--- config.mk ---
export PLATFORM = sky130hd
export DESIGN_NAME = nearest_upsample_scatter_unit
export DESIGN_NICKNAME = d
export VERILOG_FILES = /design/src/rtl/core/nus_pkg.sv /design/src/rtl/core/nearest_upsample_scatter_unit.sv /design/src/rtl/core/nus_front.sv /design/src/rtl/core/nus_queue.sv /design/src/rtl/core/nus_back.sv
export SDC_FILE = /design/constraint.sdc
export NUM_CORES = 2
export LEC_CHECK = 0
export BUFFER_PORTS_ARGS = -buffer_cell sky130_fd_sc_hd__buf_2
export CAP_MARGIN = 30
export CORE_AREA = 8 8 379 381
export DETAILED_ROUTE_END_ITERATION = 8
export DIE_AREA = 0 0 387 389
export SKIP_LAST_GASP = 1
export SYNTH_ARGS = -nofsm -noshare
export SYNTH_HDL_FRONTEND = slang
export SYNTH_SLANG_ARGS = --single-unit
export TNS_END_PERCENT = 1
--- constraint.sdc ---
create_clock -name clk -period 17 [get_ports clk]
set_clock_uncertainty 0.2 [all_clocks]
set_input_delay 3.4 -clock clk [delete_from_list [all_inputs] [get_ports clk]]
set_output_delay 3.4 -clock clk [all_outputs]
set_load 0.1 [all_outputs]
--- src/rtl/core/nus_pkg.sv ---
package nus_pkg;

  // fixed field widths
  localparam int SCALE_W   = 4;
  localparam int DIM_W     = 13;
  localparam int DATA_W    = 32;
  localparam int INDEX_W   = 32;
  localparam int CFG_IDX_W = 2;

  // defaults for the top level parameters
  localparam int DEF_MAX_SCALE   = 8;
  localparam int DEF_MAX_DIM     = 4096;
  localparam int DEF_QUEUE_DEPTH = 4;

  // register reset values
  localparam logic [SCALE_W-1:0] RST_SCALE  = SCALE_W'(2);
  localparam logic               RST_MODE   = 1'b0;
  localparam logic [DIM_W-1:0]   RST_WIDTH  = DIM_W'(64);
  localparam logic [DIM_W-1:0]   RST_HEIGHT = DIM_W'(64);

  // register map
  typedef enum logic [CFG_IDX_W-1:0] {
    CFG_SCALE  = 2'd0,
    CFG_MODE   = 2'd1,
    CFG_WIDTH  = 2'd2,
    CFG_HEIGHT = 2'd3
  } cfg_idx_t;

  // input element
  typedef struct packed {
    logic [DATA_W-1:0] value;
    logic              first;
  } elem_t;

  // one output copy
  typedef struct packed {
    logic [INDEX_W-1:0] out_index;
    logic [DATA_W-1:0]  out_value;
    logic               last;
  } copy_t;

  // configuration registers as seen by the front end
  typedef struct packed {
    logic [SCALE_W-1:0] scale;
    logic               mode_1d;
    logic [DIM_W-1:0]   in_width;
    logic [DIM_W-1:0]   in_height;
  } cfg_t;

  // work for the back end: one replicated block
  typedef struct packed {
    logic [INDEX_W-1:0] base;
    logic [DATA_W-1:0]  value;
    logic [INDEX_W-1:0] wo;
    logic [SCALE_W-1:0] s_m1;
    logic [SCALE_W-1:0] rows_m1;
  } desc_t;

endpackage

--- src/rtl/core/nearest_upsample_scatter_unit.sv ---
// Elements pass the front end stage registers, the queue and the back end registers.
// Throughput: one copy per cycle from the back end output register when not stalled;
// an element yields scale*scale copies in 2D mode and scale in 1D (4 at reset values).
// Front end: a new element every cycle while the queue (4 deep by default) has room.
// Reset (rst, synchronous): registers to scale 2, 2D, 64 by 64; positions cleared.
module nearest_upsample_scatter_unit import nus_pkg::*; #(
  parameter int MAX_SCALE   = DEF_MAX_SCALE,
  parameter int MAX_DIM     = DEF_MAX_DIM,
  parameter int QUEUE_DEPTH = DEF_QUEUE_DEPTH
) (
  input  logic                 clk,
  input  logic                 rst,
  input  logic                 cfg_we,
  input  logic [CFG_IDX_W-1:0] cfg_index,
  input  logic [DIM_W-1:0]     cfg_data,
  input  logic                 elem_valid,
  output logic                 elem_stall,
  input  elem_t                elem,
  output logic                 copy_valid,
  input  logic                 copy_stall,
  output copy_t                copy
);

  cfg_t  cfg;
  logic  q_push;
  logic  q_full;
  logic  q_pop;
  logic  q_empty;
  desc_t push_desc;
  desc_t pop_desc;
  logic  back_active;

  // configuration registers
  always_ff @(posedge clk) begin
    if (rst) begin
      cfg.scale     <= RST_SCALE;
      cfg.mode_1d   <= RST_MODE;
      cfg.in_width  <= RST_WIDTH;
      cfg.in_height <= RST_HEIGHT;
    end else if (cfg_we) begin
      case (cfg_idx_t'(cfg_index))
        CFG_SCALE:  cfg.scale     <= cfg_data[SCALE_W-1:0];
        CFG_MODE:   cfg.mode_1d   <= cfg_data[0];
        CFG_WIDTH:  cfg.in_width  <= cfg_data;
        CFG_HEIGHT: cfg.in_height <= cfg_data;
        default: ;
      endcase
    end
  end

  nus_front #(
    .MAX_SCALE (MAX_SCALE),
    .MAX_DIM   (MAX_DIM)
  ) u_front (
    .clk        (clk),
    .rst        (rst),
    .cfg        (cfg),
    .elem_valid (elem_valid),
    .elem_stall (elem_stall),
    .elem       (elem),
    .push       (q_push),
    .q_full     (q_full),
    .push_desc  (push_desc)
  );

  nus_queue #(
    .DEPTH (QUEUE_DEPTH)
  ) u_queue (
    .clk       (clk),
    .rst       (rst),
    .push      (q_push),
    .push_desc (push_desc),
    .full      (q_full),
    .pop       (q_pop),
    .empty     (q_empty),
    .pop_desc  (pop_desc)
  );

  nus_back u_back (
    .clk        (clk),
    .rst        (rst),
    .q_empty    (q_empty),
    .pop_desc   (pop_desc),
    .pop        (q_pop),
    .active     (back_active),
    .copy_valid (copy_valid),
    .copy_stall (copy_stall),
    .copy       (copy)
  );

  // nothing is offered in the cycle after reset
  a_reset_quiet: assert property (@(posedge clk) $past(rst) && !rst |-> !copy_valid)
    else $error("copy offered straight after reset");

  // queue cannot be both empty and full
  a_queue_level: assert property (@(posedge clk) disable iff (rst) !(q_empty && q_full))
    else $error("queue level inconsistent");

  // a copy that is not the last leaves its block still in progress
  a_block_open: assert property (@(posedge clk) disable iff (rst)
    copy_valid && !copy.last |-> back_active)
    else $error("block closed before its last copy");

endmodule

--- src/rtl/core/nus_front.sv ---
module nus_front import nus_pkg::*; #(
  parameter int MAX_SCALE = DEF_MAX_SCALE,
  parameter int MAX_DIM   = DEF_MAX_DIM
) (
  input  logic  clk,
  input  logic  rst,
  input  cfg_t  cfg,
  input  logic  elem_valid,
  output logic  elem_stall,
  input  elem_t elem,
  output logic  push,
  input  logic  q_full,
  output desc_t push_desc
);

  localparam int CW  = (MAX_DIM > 1) ? $clog2(MAX_DIM) : 1;
  localparam int DW  = $clog2(MAX_DIM + 1);
  localparam int RSW = CW + SCALE_W;
  localparam int OW  = DW + SCALE_W;
  localparam int PRW = RSW + OW;
  localparam int PSW = OW + OW;

  // position state
  logic [CW-1:0]      col_pos;
  logic [CW-1:0]      row_pos;
  logic [INDEX_W-1:0] plane_base;

  // accept-side decode
  logic [SCALE_W-1:0] s_c;
  logic [DW-1:0]      w_c;
  logic [DW-1:0]      h_c;
  logic [CW-1:0]      col_eff;
  logic [CW-1:0]      row_eff;
  logic [CW:0]        col_inc;
  logic [CW:0]        row_inc;
  logic [CW-1:0]      col_pos_next;
  logic [CW-1:0]      row_pos_next;
  logic               eop;
  logic               accept;

  // stage 1
  logic               v1;
  logic [DATA_W-1:0]  s1_value;
  logic               s1_first;
  logic               s1_eop;
  logic               s1_one_d;
  logic [RSW-1:0]     s1_row_s;
  logic [RSW-1:0]     s1_col_s;
  logic [OW-1:0]      s1_wo;
  logic [OW-1:0]      s1_hs;
  logic [SCALE_W-1:0] s1_s_m1;
  logic [SCALE_W-1:0] s1_rows_m1;

  // stage 2
  logic               v2;
  logic [DATA_W-1:0]  s2_value;
  logic               s2_first;
  logic               s2_eop;
  logic [INDEX_W-1:0] s2_row_off;
  logic [RSW-1:0]     s2_col_s;
  logic [INDEX_W-1:0] s2_pstep;
  logic [INDEX_W-1:0] s2_wo;
  logic [SCALE_W-1:0] s2_s_m1;
  logic [SCALE_W-1:0] s2_rows_m1;

  logic               rdy1;
  logic               rdy2;
  logic [INDEX_W-1:0] pb_eff;

  // clamp the configuration to its legal ranges
  always_comb begin
    if (cfg.scale == '0) begin
      s_c = SCALE_W'(1);
    end else if (32'(cfg.scale) > 32'(MAX_SCALE)) begin
      s_c = SCALE_W'(MAX_SCALE);
    end else begin
      s_c = cfg.scale;
    end
    if (cfg.in_width == '0) begin
      w_c = DW'(1);
    end else if (32'(cfg.in_width) > 32'(MAX_DIM)) begin
      w_c = DW'(MAX_DIM);
    end else begin
      w_c = DW'(cfg.in_width);
    end
    if (cfg.in_height == '0) begin
      h_c = DW'(1);
    end else if (32'(cfg.in_height) > 32'(MAX_DIM)) begin
      h_c = DW'(MAX_DIM);
    end else begin
      h_c = DW'(cfg.in_height);
    end
  end

  // position counters advance per accepted element
  always_comb begin
    col_eff      = elem.first ? '0 : col_pos;
    row_eff      = elem.first ? '0 : row_pos;
    col_inc      = {1'b0, col_eff} + (CW+1)'(1);
    row_inc      = {1'b0, row_eff} + (CW+1)'(1);
    col_pos_next = col_inc[CW-1:0];
    row_pos_next = row_eff;
    eop          = 1'b0;
    if (32'(col_inc) >= 32'(w_c)) begin
      col_pos_next = '0;
      if (cfg.mode_1d) begin
        row_pos_next = '0;
        eop          = 1'b1;
      end else if (32'(row_inc) >= 32'(h_c)) begin
        row_pos_next = '0;
        eop          = 1'b1;
      end else begin
        row_pos_next = row_inc[CW-1:0];
      end
    end
  end

  // pipeline handshake
  assign rdy2       = !v2 || !q_full;
  assign rdy1       = !v1 || rdy2;
  assign accept     = elem_valid && rdy1;
  assign elem_stall = !rdy1;
  assign push       = v2 && !q_full;

  always_ff @(posedge clk) begin
    if (rst) begin
      col_pos <= '0;
      row_pos <= '0;
    end else if (accept) begin
      col_pos <= col_pos_next;
      row_pos <= row_pos_next;
    end
  end

  // stage 1: small products of position and scale
  always_ff @(posedge clk) begin
    if (rst) begin
      v1 <= 1'b0;
    end else if (rdy1) begin
      v1 <= elem_valid;
    end
  end

  always_ff @(posedge clk) begin
    if (accept) begin
      s1_value   <= elem.value;
      s1_first   <= elem.first;
      s1_eop     <= eop;
      s1_one_d   <= cfg.mode_1d;
      s1_row_s   <= RSW'(row_eff) * RSW'(s_c);
      s1_col_s   <= RSW'(col_eff) * RSW'(s_c);
      s1_wo      <= OW'(w_c) * OW'(s_c);
      s1_hs      <= OW'(h_c) * OW'(s_c);
      s1_s_m1    <= s_c - SCALE_W'(1);
      s1_rows_m1 <= cfg.mode_1d ? '0 : s_c - SCALE_W'(1);
    end
  end

  // stage 2: row offset and plane size
  always_ff @(posedge clk) begin
    if (rst) begin
      v2 <= 1'b0;
    end else if (rdy2) begin
      v2 <= v1;
    end
  end

  always_ff @(posedge clk) begin
    if (rdy2 && v1) begin
      s2_value   <= s1_value;
      s2_first   <= s1_first;
      s2_eop     <= s1_eop;
      s2_row_off <= s1_one_d ? '0 : INDEX_W'(PRW'(s1_row_s) * PRW'(s1_wo));
      s2_col_s   <= s1_col_s;
      s2_pstep   <= s1_one_d ? INDEX_W'(s1_wo) : INDEX_W'(PSW'(s1_hs) * PSW'(s1_wo));
      s2_wo      <= INDEX_W'(s1_wo);
      s2_s_m1    <= s1_s_m1;
      s2_rows_m1 <= s1_rows_m1;
    end
  end

  // block base index and plane advance on transfer into the queue
  assign pb_eff = s2_first ? '0 : plane_base;

  always_comb begin
    push_desc.base    = pb_eff + s2_row_off + INDEX_W'(s2_col_s);
    push_desc.value   = s2_value;
    push_desc.wo      = s2_wo;
    push_desc.s_m1    = s2_s_m1;
    push_desc.rows_m1 = s2_rows_m1;
  end

  always_ff @(posedge clk) begin
    if (rst) begin
      plane_base <= '0;
    end else if (push) begin
      plane_base <= s2_eop ? pb_eff + s2_pstep : pb_eff;
    end
  end

endmodule

--- src/rtl/core/nus_queue.sv ---
module nus_queue import nus_pkg::*; #(
  parameter int DEPTH = DEF_QUEUE_DEPTH
) (
  input  logic  clk,
  input  logic  rst,
  input  logic  push,
  input  desc_t push_desc,
  output logic  full,
  input  logic  pop,
  output logic  empty,
  output desc_t pop_desc
);

  localparam int AW = (DEPTH > 1) ? $clog2(DEPTH) : 1;
  localparam int NW = $clog2(DEPTH + 1);

  desc_t          slots [DEPTH];
  logic [AW-1:0]  wr_ptr;
  logic [AW-1:0]  rd_ptr;
  logic [NW-1:0]  count;

  assign full     = (count == NW'(DEPTH));
  assign empty    = (count == '0);
  assign pop_desc = slots[rd_ptr];

  // storage
  always_ff @(posedge clk) begin
    if (push) begin
      slots[wr_ptr] <= push_desc;
    end
  end

  // pointers and fill level
  always_ff @(posedge clk) begin
    if (rst) begin
      wr_ptr <= '0;
      rd_ptr <= '0;
      count  <= '0;
    end else begin
      if (push) begin
        wr_ptr <= (wr_ptr == AW'(DEPTH - 1)) ? '0 : wr_ptr + AW'(1);
      end
      if (pop) begin
        rd_ptr <= (rd_ptr == AW'(DEPTH - 1)) ? '0 : rd_ptr + AW'(1);
      end
      if (push && !pop) begin
        count <= count + NW'(1);
      end else if (pop && !push) begin
        count <= count - NW'(1);
      end
    end
  end

endmodule

--- src/rtl/core/nus_back.sv ---
module nus_back import nus_pkg::*; (
  input  logic  clk,
  input  logic  rst,
  input  logic  q_empty,
  input  desc_t pop_desc,
  output logic  pop,
  output logic  active,
  output logic  copy_valid,
  input  logic  copy_stall,
  output copy_t copy
);

  logic [SCALE_W-1:0] dx;
  logic [SCALE_W-1:0] dy;
  logic [INDEX_W-1:0] idx;
  logic [INDEX_W-1:0] row_start;
  logic [DATA_W-1:0]  value;
  logic [INDEX_W-1:0] wo;
  logic [SCALE_W-1:0] s_m1;
  logic [SCALE_W-1:0] rows_m1;
  logic               can_load;
  logic               emit;
  logic               row_end;
  logic               last_copy;

  assign can_load  = !copy_valid || !copy_stall;
  assign emit      = active && can_load;
  assign row_end   = (dx == s_m1);
  assign last_copy = row_end && (dy == rows_m1);
  assign pop       = !q_empty && (!active || (emit && last_copy));

  // walk the block one copy per cycle while copy_stall does not hold the output
  always_ff @(posedge clk) begin
    if (rst) begin
      active <= 1'b0;
    end else if (pop) begin
      active <= 1'b1;
    end else if (emit && last_copy) begin
      active <= 1'b0;
    end
  end

  always_ff @(posedge clk) begin
    if (pop) begin
      dx        <= '0;
      dy        <= '0;
      idx       <= pop_desc.base;
      row_start <= pop_desc.base;
      value     <= pop_desc.value;
      wo        <= pop_desc.wo;
      s_m1      <= pop_desc.s_m1;
      rows_m1   <= pop_desc.rows_m1;
    end else if (emit) begin
      if (row_end) begin
        dx        <= '0;
        dy        <= dy + SCALE_W'(1);
        row_start <= row_start + wo;
        idx       <= row_start + wo;
      end else begin
        dx  <= dx + SCALE_W'(1);
        idx <= idx + INDEX_W'(1);
      end
    end
  end

  // output register
  always_ff @(posedge clk) begin
    if (rst) begin
      copy_valid <= 1'b0;
    end else if (can_load) begin
      copy_valid <= active;
    end
  end

  always_ff @(posedge clk) begin
    if (emit) begin
      copy.out_index <= idx;
      copy.out_value <= value;
      copy.last      <= last_copy;
    end
  end

endmodule
==> impl_metrics.yaml <==
placement:
  io_buffers: 119
  hpwlAfterDp_um: 96900
  gp_congestion: 0.836
floorplanning:
  die_area_mm2: 0.151
  die_y_um: 389
  die_x_um: 387
  io_pins: 120
  initial_core_util: 0.446
  rows: 137
  core_mm2: 0.138
global_route:
  grt_antenna_before_repair: 1
  grtUsageTotal: 0.177
  grt_max_degree: 83
  grt_pass1_wl_um: 216000
  grt-ovfl-total: 0
  grt_pass1_vias: 39829
clock_tree:
  cts-root-buf: "clkbuf_16"
  cts_tree: "yes"
  clock-sinks: 898
  hold_buffers: 0
  ctsResizeCount: 0
  cts_setup_buffers: 0
  clockBufferDepth: 3
  clkLatencyLatePin_ns: 0.70
  numCtsBuffers: 93
  clk_pin_slew_ns: 0.06
  htree_levels: 3
detailed_routing:
  post_drt_wl_per_cell_um: 18.2
  wirelength_um: 133000
  viasPerCell: 5.22
  first_pass_iters: 5
  drc: 0
  ant_nets: 0
  vias: 38290
  drtIter0Drc: 2258
pwr:
  p_per_area_mw_per_mm2: 143
  max-vdd-ir-drop_uv: 107
  p_leak_nw: 28.1
sta:
  tns_ns: 0
  post-route-period-util: 0.464
  finalHoldViolCount: 0
  slew_viol_final: 0
  tightest_slew_ns: 0.968
  setup_viol: 0
  fmax_ghz: 0.127
  timing.slew.headroom: 0.352
  fin_crit_ns: 7.89
  rsz0062_at_grt: "false"
layout:
  seq_area_mm2: 0.0259
  fin_util: 0.487
  drive_above_1_share: 0.0825
  area.growth.synth_to_final_pct: 9.23
  final_net_count: 6446
  multiInputGateArea_mm2: 0.0322
  n_fill_cell: 12392
  diodes: 0
setup_path:
  timing.rr.start: "u_front.s1_hs[7]"
  reg2reg_depth: 20
  worstPathRequired_ns: 17.40
  start_kind: "input pin"
  ff2ff_setup_slack_ns: 9.85
  cp_data_arrival_time_ns: 8.29
  timing.rr.end: "u_front.s2_pstep[27]"
  worstPathMaxFanout: 38
  crit_type: "in2reg"
  endpoint_kind: "flip-flop"
worst_hold_path:
  min_path_type: "reg2reg"
  hold_depth: 0
  worstHoldStart: "u_back.value[25]"
  holdPathEnd: "u_back.copy[26]"
yosys:
  syn_area_per_cell_um2: 11.4
  ys_seq_area_frac: 0.421
  ys.warnings.count: 0
  async_flop_share: 0
  ys.flop_type: "edfxtp_1"
  syn_inst: 5378
  synth_enable_flop_cells: 790
  synth.distinct_cells: 84
  syn-cell-area_mm2: 0.0615
  ys_ff_latch: 898
outcome:
  status: "completed"
flow_run:
  cap_violations: 0
[worst max-delay path, stage by stage]
cell,delay [ns]
buf_2,0.55
inv_1,0.41
nand2_1,0.24
inv_1,0.12
ha_1,0.24
nand3_1,0.12
nor2_1,0.10
and3_1,0.24
and3_1,0.24
xnor2_1,0.14
ha_1,0.29
o21a_1,0.18
o21ai_0,0.18
nor2_1,0.09
o31ai_1,0.06
o21ai_0,0.10
or4b_1,0.63
nor3_2,0.60
nand3b_1,0.14
a21oi_1,0.16
[synth_stat cells (15+ instances only)]
cell type / count / share of area
clkbuf_1: 177 / 0.011
a21o_1: 88 / 0.011
o31ai_1: 16 / 0.0020
edfxtp_1: 790 / 0.39
nand4_1: 25 / 0.0025
mux4_2: 85 / 0.031
nand2b_1: 24 / 0.0024
ha_1: 411 / 0.084
o21ai_0: 108 / 0.0088
fa_1: 534 / 0.17
xor2_1: 76 / 0.011
nor2_1: 276 / 0.017
o21bai_1: 30 / 0.0037
inv_1: 708 / 0.043
a31oi_1: 22 / 0.0022
nor4_1: 15 / 0.0015
nor3_1: 46 / 0.0037
dfxtp_1: 108 / 0.035
nor2b_1: 106 / 0.011
a22oi_1: 22 / 0.0027
nand3_1: 70 / 0.0057
buf_1: 16 / 0.00098
a21oi_1: 199 / 0.016
and3_1: 39 / 0.0040
o21a_1: 28 / 0.0034
a211oi_1: 18 / 0.0022
nand2_1: 648 / 0.040
xnor2_1: 169 / 0.024
and2_1: 290 / 0.030
[routing by layer]
layer | GRT usage | vias up | part of all wire
li1 | - | 18272 | -
met1 | 0.240 | 19181 | 0.46
met2 | 0.306 | 696 | 0.48
met3 | 0.0233 | 141 | 0.040
met4 | 0.0336 | 0 | 0.016
met5 | 0 | - | 0
[worst max-delay path by stage]
stage	from	to	slack, ns	cells after the start
2_1_floorplan	u_queue.count[0]	u_front.s2_col_s[0]	9.31	3
3_3_place_gp	elem[0]	u_front.row_pos[9]	8.48	20
3_5_place_dp	elem[0]	u_front.row_pos[9]	8.47	20
4_1_cts	elem[0]	u_front.row_pos[9]	9.19	20
5_1_grt	elem[0]	u_front.row_pos[9]	8.61	20
6_report	elem[0]	u_front.row_pos[9]	9.11	20
[sequential cells by signal, indices dropped and copies added (netlist names), 31 cells and up, named ones only]
name                cells
u_back.value           32
u_front.s2_pstep       32
u_back.copy            65
cfg                    31
u_back.row_start       32
u_front.s2_row_off     32
u_front.plane_base     32
u_queue.slots         356
u_back.idx             32
u_front.s2_value       32
u_front.s1_value       32
[logic make-up (layout without fill, tap and decap cells)]
kind of cell,count (synthesis),in the layout,synth area share
simple gates,1604,1604,0.125
fa+ha+maj,945,945,0.257
buf+inv,911,1060,0.0558
flops,898,898,0.421
compound gates,664,664,0.0709
xor+xnor,245,245,0.0349
mux,110,110,0.0355
other cells,1,2,0.0000610
[area by class of cell]
type                            instances  share of cell area
Clock buffer                          117              0.0366
Clock inverter                         58             0.00821
Inverter                              711              0.0398
Multi-Input combinational cell       3570               0.480
Sequential cell                       898               0.385
Tap cell                             1807              0.0337
Timing Repair Buffer                  174              0.0164
[cells in the final DEF, fill, tap and decap left out, types with 46 or more instances in the layout]
master / instances
a21o_1: 88
a21oi_1: 199
and2_1: 286
buf_2: 119
buf_4: 50
clkbuf_16: 94
dfxtp_1: 106
edfxtp_1: 790
fa_1: 534
ha_1: 411
inv_1: 706
mux4_2: 85
nand2_1: 647
nand3_1: 70
nor2_1: 276
nor2b_1: 102
nor3_1: 46
o21ai_0: 108
xnor2_1: 169
xor2_1: 76
[where the power goes]
part / leakage, nW / total [W] / internal, W / switching (W)
Clock: 1.47 / 0.00199 / 0.00112 / 0.000876
Combinational: 18.4 / 0.00437 / 0.00159 / 0.00278
Sequential: 8.28 / 0.00323 / 0.00302 / 0.000214
Total: 28.1 / 0.00960 / 0.00572 / 0.00387
[through the flow]
stage	setup slack [ns]	instance area (µm²)	hold WS [ns]	cells	total power [W]
2_1_floorplan	9.31	61500	0.200	5379	0.00658
3_3_place_gp	8.48	64000	0.201	7154	0.00761
3_5_place_dp	8.47	64100	0.205	7158	0.00767
4_1_cts	9.19	67100	0.199	7333	0.00970
5_1_grt	8.61	67200	0.208	7335	0.0103
6_report	9.11	67200	0.201	7335	0.00960
Note: power is estimated with default switching activity, not from simulation.
